File: config.mk
export PLATFORM = sky130hd
export DESIGN_NAME = modular_exponent_inverse_divide_top
export DESIGN_NICKNAME = d
export VERILOG_FILES = /design/src/hw/rtl/meid_pkg.sv /design/src/hw/rtl/modular_exponent_inverse_divide_top.sv /design/src/hw/rtl/meid_reducer.sv
export VERILOG_INCLUDE_DIRS = /design/src /design/src/hw/rtl
export SDC_FILE = /design/constraint.sdc
export NUM_CORES = 2
export LEC_CHECK = 0
export BUFFER_PORTS_ARGS = -buffer_cell sky130_fd_sc_hd__buf_2
export CORE_MARGIN = 2
export CORE_UTILIZATION = 45
export DETAILED_ROUTE_END_ITERATION = 6
export PLACE_DENSITY_LB_ADDON = 0.2
export SYNTH_ARGS = -nofsm -noshare
export SYNTH_HDL_FRONTEND = slang
export SYNTH_SLANG_ARGS = --single-unit
File: constraint.sdc
create_clock -name clk -period 12.31 [get_ports clk]
set_input_delay 2.462 -clock clk [delete_from_list [all_inputs] [get_ports clk]]
set_output_delay 2.462 -clock clk [all_outputs]
set_load 0.01 [all_outputs]
File: src/hw/rtl/modular_exponent_inverse_divide_top_defines.svh
// assertion macros for the modular exponent block
`ifndef MODULAR_EXPONENT_INVERSE_DIVIDE_TOP_DEFINES_SVH
`define MODULAR_EXPONENT_INVERSE_DIVIDE_TOP_DEFINES_SVH
`ifndef SYNTHESIS
`define MEID_ASSERT(label, clk, rst_n, prop, msg) \
    label: assert property (@(posedge clk) disable iff (!rst_n) prop) else $error(msg);
`define MEID_ASSERT_NR(label, clk, prop, msg) \
    label: assert property (@(posedge clk) prop) else $error(msg);
`else
`define MEID_ASSERT(label, clk, rst_n, prop, msg)
`define MEID_ASSERT_NR(label, clk, prop, msg)
`endif
`endif

File: src/hw/rtl/meid_pkg.sv
`timescale 1ns / 1ps
// ----------------------------------------------------------------------------
// meid_pkg
// types and constants for the modular exponent block
// ----------------------------------------------------------------------------
package meid_pkg;
    localparam int unsigned EXP_BITS_DEF = 64;
    localparam logic [31:0] MODULUS_RESET = 32'd1000000007;

    typedef enum logic [1:0] {
        OP_POWER   = 2'd0,
        OP_INVERSE = 2'd1,
        OP_DIVIDE  = 2'd2,
        OP_INVALID = 2'd3
    } opcode_t;

    typedef enum logic [3:0] {
        ST_IDLE,
        ST_RED_A,
        ST_RED_B,
        ST_SQ_MUL,
        ST_SQ_RED,
        ST_BM_MUL,
        ST_BM_RED,
        ST_DV_MUL,
        ST_DV_RED,
        ST_DONE
    } state_t;
endpackage

File: src/hw/rtl/modular_exponent_inverse_divide_top.sv
`timescale 1ns / 1ps
// ----------------------------------------------------------------------------
// modular_exponent_inverse_divide_top
// modular power, fermat inverse and modular divide on a shared multiplier
// ----------------------------------------------------------------------------
// One item at a time: in_ready is high only while the block is idle. A single
// 32x32 multiplier feeds a bit-serial reducer, and each multiply-and-reduce
// step waits for the reducer to finish. Power reduces the base, then walks all
// EXP_BITS exponent bits from the top, one square per bit and one multiply per
// set bit; inverse walks the 32 bits of m-2 the same way; divide also reduces
// the dividend and adds one last product. Errors skip the arithmetic and go
// straight to the final state. A result left waiting on out_ready holds the
// next item in its final state, and the input stalls until that item is out.
`include "modular_exponent_inverse_divide_top_defines.svh"
module modular_exponent_inverse_divide_top
    import meid_pkg::*;
#(
    parameter int unsigned EXP_BITS = EXP_BITS_DEF
)
(
    input  logic        clk,
    input  logic        rst_n,
    input  logic        cfg_we,
    input  logic [31:0] cfg_wdata,
    input  logic        in_valid,
    output logic        in_ready,
    input  logic [1:0]  opcode,
    input  logic [62:0] operand_a,
    input  logic [62:0] operand_b,
    output logic        out_valid,
    input  logic        out_ready,
    output logic [31:0] result,
    output logic        error
);
    localparam int unsigned EW = (EXP_BITS > 32) ? EXP_BITS : 32;
    localparam int unsigned CW = $clog2(EW + 1);

    state_t state_reg, state_next;
    logic [31:0]   mod_reg;
    logic [1:0]    op_reg, op_next;
    logic [62:0]   a_in_reg, a_in_next;
    logic [EW-1:0] exp_reg, exp_next;
    logic [CW-1:0] bit_reg, bit_next;
    logic [31:0]   acc_reg, acc_next;
    logic [31:0]   base_reg, base_next;
    logic [31:0]   ar_reg, ar_next;
    logic [63:0]   prod;
    logic [63:0]   b_wide;
    logic [31:0]   res_reg, res_next;
    logic          err_reg, err_next;
    logic          out_valid_reg, out_valid_next;
    logic          red_start, red_busy;
    logic [63:0]   red_in;
    logic [31:0]   red_rem;
    logic [31:0]   mul_x, mul_y;
    logic          bad_in, bad_op;

    meid_reducer u_red (
        .clk(clk), .rst_n(rst_n), .start(red_start), .dividend(red_in),
        .modulus(mod_reg), .busy(red_busy), .remainder(red_rem)
    );

    assign prod   = mul_x * mul_y;
    assign b_wide = {1'b0, operand_b};

    // zero modulus, invalid opcode, or inverse/divide with modulus below 2
    assign bad_in = (mod_reg == 32'd0) || (opcode_t'(opcode) == OP_INVALID)
                    || (opcode_t'(opcode) != OP_POWER && mod_reg < 32'd2);
    assign bad_op = (mod_reg == 32'd0) || (opcode_t'(op_reg) == OP_INVALID)
                    || (opcode_t'(op_reg) != OP_POWER && mod_reg < 32'd2);

    always_comb
    begin
        state_next     = state_reg;
        op_next        = op_reg;
        a_in_next      = a_in_reg;
        exp_next       = exp_reg;
        bit_next       = bit_reg;
        acc_next       = acc_reg;
        base_next      = base_reg;
        ar_next        = ar_reg;
        res_next       = res_reg;
        err_next       = err_reg;
        out_valid_next = out_valid_reg;
        red_start      = 1'b0;
        red_in         = prod;
        mul_x          = acc_reg;
        mul_y          = acc_reg;
        in_ready       = 1'b0;
        if (out_valid_reg && out_ready)
        begin
            out_valid_next = 1'b0;
        end
        unique case (state_reg)
            ST_IDLE:
            begin
                in_ready = 1'b1;
                if (in_valid)
                begin
                    op_next   = opcode;
                    a_in_next = operand_a;
                    acc_next  = (mod_reg == 32'd1) ? 32'd0 : 32'd1;
                    if (bad_in)
                    begin
                        state_next = ST_DONE;
                    end
                    else
                    begin
                        // exponent is left-aligned so its top bit is always exp_reg msb
                        if (opcode_t'(opcode) == OP_POWER)
                        begin
                            exp_next = EW'(b_wide[EXP_BITS-1:0]) << (EW - EXP_BITS);
                            bit_next = CW'(EXP_BITS);
                            red_in   = {1'b0, operand_a};
                        end
                        else
                        begin
                            exp_next = EW'(mod_reg - 32'd2) << (EW - 32);
                            bit_next = CW'(32);
                            red_in   = {1'b0, operand_b};
                        end
                        red_start  = 1'b1;
                        state_next = ST_RED_B;
                    end
                end
            end
            ST_RED_B:
            begin
                // base reduction
                if (!red_busy)
                begin
                    base_next = red_rem;
                    if (opcode_t'(op_reg) == OP_DIVIDE)
                    begin
                        red_start  = 1'b1;
                        red_in     = {1'b0, a_in_reg};
                        state_next = ST_RED_A;
                    end
                    else
                    begin
                        state_next = ST_SQ_MUL;
                    end
                end
            end
            ST_RED_A:
            begin
                if (!red_busy)
                begin
                    ar_next    = red_rem;
                    state_next = ST_SQ_MUL;
                end
            end
            ST_SQ_MUL:
            begin
                red_start  = 1'b1;
                state_next = ST_SQ_RED;
            end
            ST_SQ_RED:
            begin
                if (!red_busy)
                begin
                    acc_next = red_rem;
                    if (exp_reg[EW-1])
                    begin
                        state_next = ST_BM_MUL;
                    end
                    else
                    begin
                        exp_next   = exp_reg << 1;
                        bit_next   = bit_reg - CW'(1);
                        state_next = (bit_reg == CW'(1)) ? ST_DV_MUL : ST_SQ_MUL;
                    end
                end
            end
            ST_BM_MUL:
            begin
                mul_y      = base_reg;
                red_start  = 1'b1;
                state_next = ST_BM_RED;
            end
            ST_BM_RED:
            begin
                if (!red_busy)
                begin
                    acc_next   = red_rem;
                    exp_next   = exp_reg << 1;
                    bit_next   = bit_reg - CW'(1);
                    state_next = (bit_reg == CW'(1)) ? ST_DV_MUL : ST_SQ_MUL;
                end
            end
            ST_DV_MUL:
            begin
                if (opcode_t'(op_reg) == OP_DIVIDE)
                begin
                    mul_x      = ar_reg;
                    mul_y      = acc_reg;
                    red_start  = 1'b1;
                    state_next = ST_DV_RED;
                end
                else
                begin
                    state_next = ST_DONE;
                end
            end
            ST_DV_RED:
            begin
                if (!red_busy)
                begin
                    acc_next   = red_rem;
                    state_next = ST_DONE;
                end
            end
            ST_DONE:
            begin
                if (!out_valid_reg || out_ready)
                begin
                    res_next       = bad_op ? 32'd0 : acc_reg;
                    err_next       = bad_op;
                    out_valid_next = 1'b1;
                    state_next     = ST_IDLE;
                end
            end
            default:
            begin
                state_next = ST_IDLE;
            end
        endcase
    end

    always_ff @(posedge clk or negedge rst_n)
    begin
        if (!rst_n)
        begin
            state_reg     <= ST_IDLE;
            out_valid_reg <= 1'b0;
            mod_reg       <= MODULUS_RESET;
        end
        else
        begin
            state_reg     <= state_next;
            out_valid_reg <= out_valid_next;
            if (cfg_we)
            begin
                mod_reg <= cfg_wdata;
            end
        end
    end

    always_ff @(posedge clk)
    begin
        op_reg   <= op_next;
        a_in_reg <= a_in_next;
        exp_reg  <= exp_next;
        bit_reg  <= bit_next;
        acc_reg  <= acc_next;
        base_reg <= base_next;
        ar_reg   <= ar_next;
        res_reg  <= res_next;
        err_reg  <= err_next;
    end

    assign out_valid = out_valid_reg;
    assign result    = res_reg;
    assign error     = err_reg;

    `MEID_ASSERT(a_err_zero, clk, rst_n, out_valid && error |-> result == 32'd0, "error with result")
    `MEID_ASSERT(a_busy_not_ready, clk, rst_n, state_reg != ST_IDLE |-> !in_ready, "ready while busy")
    `MEID_ASSERT(a_res_lt_mod, clk, rst_n, out_valid && !error |-> result < mod_reg, "not reduced")
    `MEID_ASSERT(a_out_hold, clk, rst_n, out_valid && !out_ready |=> out_valid, "item dropped")
endmodule

File: src/hw/rtl/meid_reducer.sv
`timescale 1ns / 1ps
// ----------------------------------------------------------------------------
// meid_reducer
// bit-serial remainder of a 64-bit value by a 32-bit modulus, one bit a cycle
// ----------------------------------------------------------------------------
module meid_reducer
    import meid_pkg::*;
(
    input  logic        clk,
    input  logic        rst_n,
    input  logic        start,
    input  logic [63:0] dividend,
    input  logic [31:0] modulus,
    output logic        busy,
    output logic [31:0] remainder
);
    logic [63:0] shift_reg, shift_next;
    logic [32:0] rem_reg, rem_next;
    logic [6:0]  cnt_reg, cnt_next;
    logic [32:0] trial;

    always_comb
    begin
        shift_next = shift_reg;
        rem_next   = rem_reg;
        cnt_next   = cnt_reg;
        trial      = {rem_reg[31:0], shift_reg[63]};
        if (start)
        begin
            shift_next = dividend;
            rem_next   = '0;
            cnt_next   = 7'd64;
        end
        else if (cnt_reg != 7'd0)
        begin
            shift_next = {shift_reg[62:0], 1'b0};
            rem_next   = (trial >= {1'b0, modulus}) ? trial - {1'b0, modulus} : trial;
            cnt_next   = cnt_reg - 7'd1;
        end
    end

    always_ff @(posedge clk or negedge rst_n)
    begin
        if (!rst_n)
        begin
            cnt_reg <= '0;
        end
        else
        begin
            cnt_reg <= cnt_next;
        end
    end

    always_ff @(posedge clk)
    begin
        shift_reg <= shift_next;
        rem_reg   <= rem_next;
    end

    // busy from the cycle after start until the remainder is ready
    assign busy      = (cnt_reg != 7'd0);
    assign remainder = rem_reg[31:0];
endmodule
==> results.json <==
{
  "grt_use_total_pct": 30.3,
  "period_needed_ns": 10.93,
  "clock_latency_ns": 0.67,
  "multiInputGateArea_um2": 36800,
  "worstPathRequired_ns": 12.71,
  "r2r_end": "u_red.shift_reg[62]",
  "io_buffers": 199,
  "cts_sinks": 405,
  "max_slew_margin_pct": 26.1,
  "syn_area_um2": 52600,
  "cts_setup_buffers": 0,
  "drive_above_1_share_pct": 9.81,
  "vias": 41200,
  "total_power_w": 0.00439,
  "dieArea_um2": 120000,
  "rows": 125,
  "grt_max_degree": 87,
  "ys.flop_type": "edfxtp_1",
  "antenna_left": 0,
  "worst_setup_path_end_kind": "register",
  "fillers": 10900,
  "tritoncts": "built",
  "ys_types": 83,
  "coreArea_um2": 116000,
  "fmax_mhz": 91.5,
  "period_share_pct": 88.8,
  "cpMostUsedCell": "fa_1",
  "synth_most_common_cell": "inv_1",
  "clock-skew-final_ns": 0.0640,
  "vdd_drop_max_uv": 143,
  "status": "finished, violations left",
  "syn2layout_area_growth_pct": 9.07,
  "firstDrtPassIters": 7,
  "slowest_stage": "mux2i_2",
  "worst_pin_slew_ns": 1.09,
  "startpoint_type": "register",
  "crit_type": "reg2reg",
  "yosys-top-cells-count": "inv_1 (908), fa_1 (897), nor2_1 (766), nand2_1 (714), edfxtp_1 (329)",
  "regArea_um2": 11600,
  "grt_pass1_wl_um": 273000,
  "p_seq_share_pct": 40.7,
  "yosysTopAreaCell": "fa_1",
  "ctsRootBufferMaster": "clkbuf_16",
  "tns_ns": 0,
  "p_sw_share_pct": 32.5,
  "place_congestion": 0.974,
  "hold_viol": 0,
  "yosysTopAreaCellShare_pct": 34.1,
  "critical_path.max_stage_delay_ns": 0.87,
  "vias_per_cell": 5.68,
  "p_leak_nw": 26.3,
  "pwr_density_cell_nw_per_um2": 76.5,
  "num_io_pins": 200,
  "cts_hold_buf": 0,
  "cts.repair.resized": 0,
  "die_x_um": 346,
  "cts_buffer_depth": 3,
  "setup_viol": 0,
  "dp_hpwl_um": 145000,
  "cp-endpoint": "u_red.shift_reg[62]",
  "crit_fanout": 22,
  "grt.overflow.total": 0,
  "syn_area_per_cell_um2": 9.40,
  "violations": "design-rule violations",
  "initial_utilization_pct": 45.4,
  "dieHeight_um": 346,
  "r2r_slack_ns": 1.38,
  "cts_max_level": 2,
  "crit_family": "adder cells",
  "regToRegStartpoint": "state_reg[0]",
  "synth_edf_count": 329,
  "grt_pass1_vias": 42200,
  "async_reset_ff_share_pct": 10.9,
  "yosys_warnings": 0,
  "p_int_w": 0.00297,
  "ys_seq_area_share_pct": 22.1,
  "p_sw_w": 0.00143,
  "synth_area_leaders": "fa_1 (34%), edfxtp_1 (19%), ha_1 (7.1%)",
  "crit_arrival_ns": 11.33,
  "worstSetupStartpoint": "state_reg[0]",
  "ys_ff_latch": 405,
  "grt_setup_unrepaired": "no",
  "cts_buffers": 50,
  "reg2reg_depth": 28,
  "drc_errors": 1,
  "maxCapViolations": 0,
  "synthCells": 5600,
  "drt_iter0_drc": 3904,
  "avgRoutedWirePerCell_um": 24.8,
  "slew_violations": 0,
  "wl_um": 180000,
  "synthesis.nets": 6961,
  "path_depth": 28,
  "grt_antenna_before_repair": 7,
  "cp_num_buf_inv": 6,
  "path_clk_slew_ns": 0.06,
  "finalNetCount": 7039,
  "p_comb_share_pct": 23.3,
  "worstHoldPathType": "reg2reg",
  "clkPwrFrac_pct": 36.0
}
-- power by group through the flow --
stage | Clock, W | Sequential (W) | Combinational [W]
after floorplan | 0 | 0.00169 | 0.000782
after global placement | 0 | 0.00181 | 0.00100
after detailed placement | 0 | 0.00181 | 0.00101
after CTS | 0.00161 | 0.00179 | 0.00102
after global routing | 0.00165 | 0.00180 | 0.00115
final | 0.00158 | 0.00179 | 0.00102
-- placed cells by master (no fill, tap or decap), types with 33 or more instances in the layout --
cell type | synthesis | final
inv_1 | 908 | 907
fa_1 | 897 | 897
nor2_1 | 766 | 759
nand2_1 | 714 | 714
edfxtp_1 | 329 | 329
ha_1 | 299 | 299
a21oi_1 | 255 | 255
buf_2 | 32 | 199
o21ai_0 | 172 | 172
buf_4 | 1 | 114
xnor2_1 | 71 | 71
mux2_2 | 66 | 66
nand3_1 | 61 | 60
and2_1 | 54 | 53
a221oi_1 | 53 | 53
mux2i_1 | 92 | 51
clkbuf_16 | 0 | 50
nor2b_1 | 47 | 47
a21o_1 | 45 | 45
xor2_1 | 40 | 40
nor3_1 | 35 | 34
mux2i_2 | 0 | 33
a22o_1 | 33 | 33
-- cell families after synthesis --
| family | synth area share (%) |
|---|---|
| simple gates | 14.4 |
| buf+inv | 8.65 |
| fa+ha+maj | 41.2 |
| compound gates | 8.62 |
| flops | 22.1 |
| mux | 3.16 |
| xor+xnor | 1.85 |
-- area by class of cell --
type,instances,share of cell area [%]
diodes,3,0.0131
clock buffers,66,2.39
clock inverters,28,0.656
inverters,908,5.94
multi-input cells,3996,64.1
flip-flops and latches,405,20.3
well taps,1524,3.32
repair buffers,317,3.36
-- routing by layer --
metal	GRT usage, %	vias up	wire [um]
li1	-	17900	-
met1	42.0	21000	75200
met2	48.0	1915	81500
met3	5.44	295	15700
met4	10.6	2	7320
met5	0	-	13
-- through the flow --
step / util, % / hold slack [ns] / area (um2) / setup WS, ns / std cells
global route: 49.5 / 0.546 / 57400 / 0.905 / 7245
CTS: 49.5 / 0.529 / 57400 / 1.42 / 7244
finish: 49.5 / 0.533 / 57400 / 1.38 / 7247
detailed placement: 48.0 / 0.517 / 55700 / 1.50 / 7150
floorplan: - / 0.462 / 52600 / 1.64 / 5600
global placement: 48.0 / 0.507 / 55700 / 1.57 / 7150
-- worst min path at each step --
| stage | start | end | slack [ns] | cells after the start |
|---|---|---|---|---|
| detailed placement | u_red.shift_reg[2] | u_red.shift_reg[3] | 0.52 | 2 |
| floorplan | u_red.rem_reg[31] | ar_reg[31] | 0.46 | 0 |
| global route | exp_reg[13] | exp_reg[14] | 0.55 | 1 |
| global placement | exp_reg[57] | exp_reg[58] | 0.51 | 2 |
| CTS | exp_reg[49] | exp_reg[50] | 0.53 | 2 |
| finish | exp_reg[13] | exp_reg[14] | 0.53 | 1 |
Note: power is estimated with default switching activity, not from simulation.
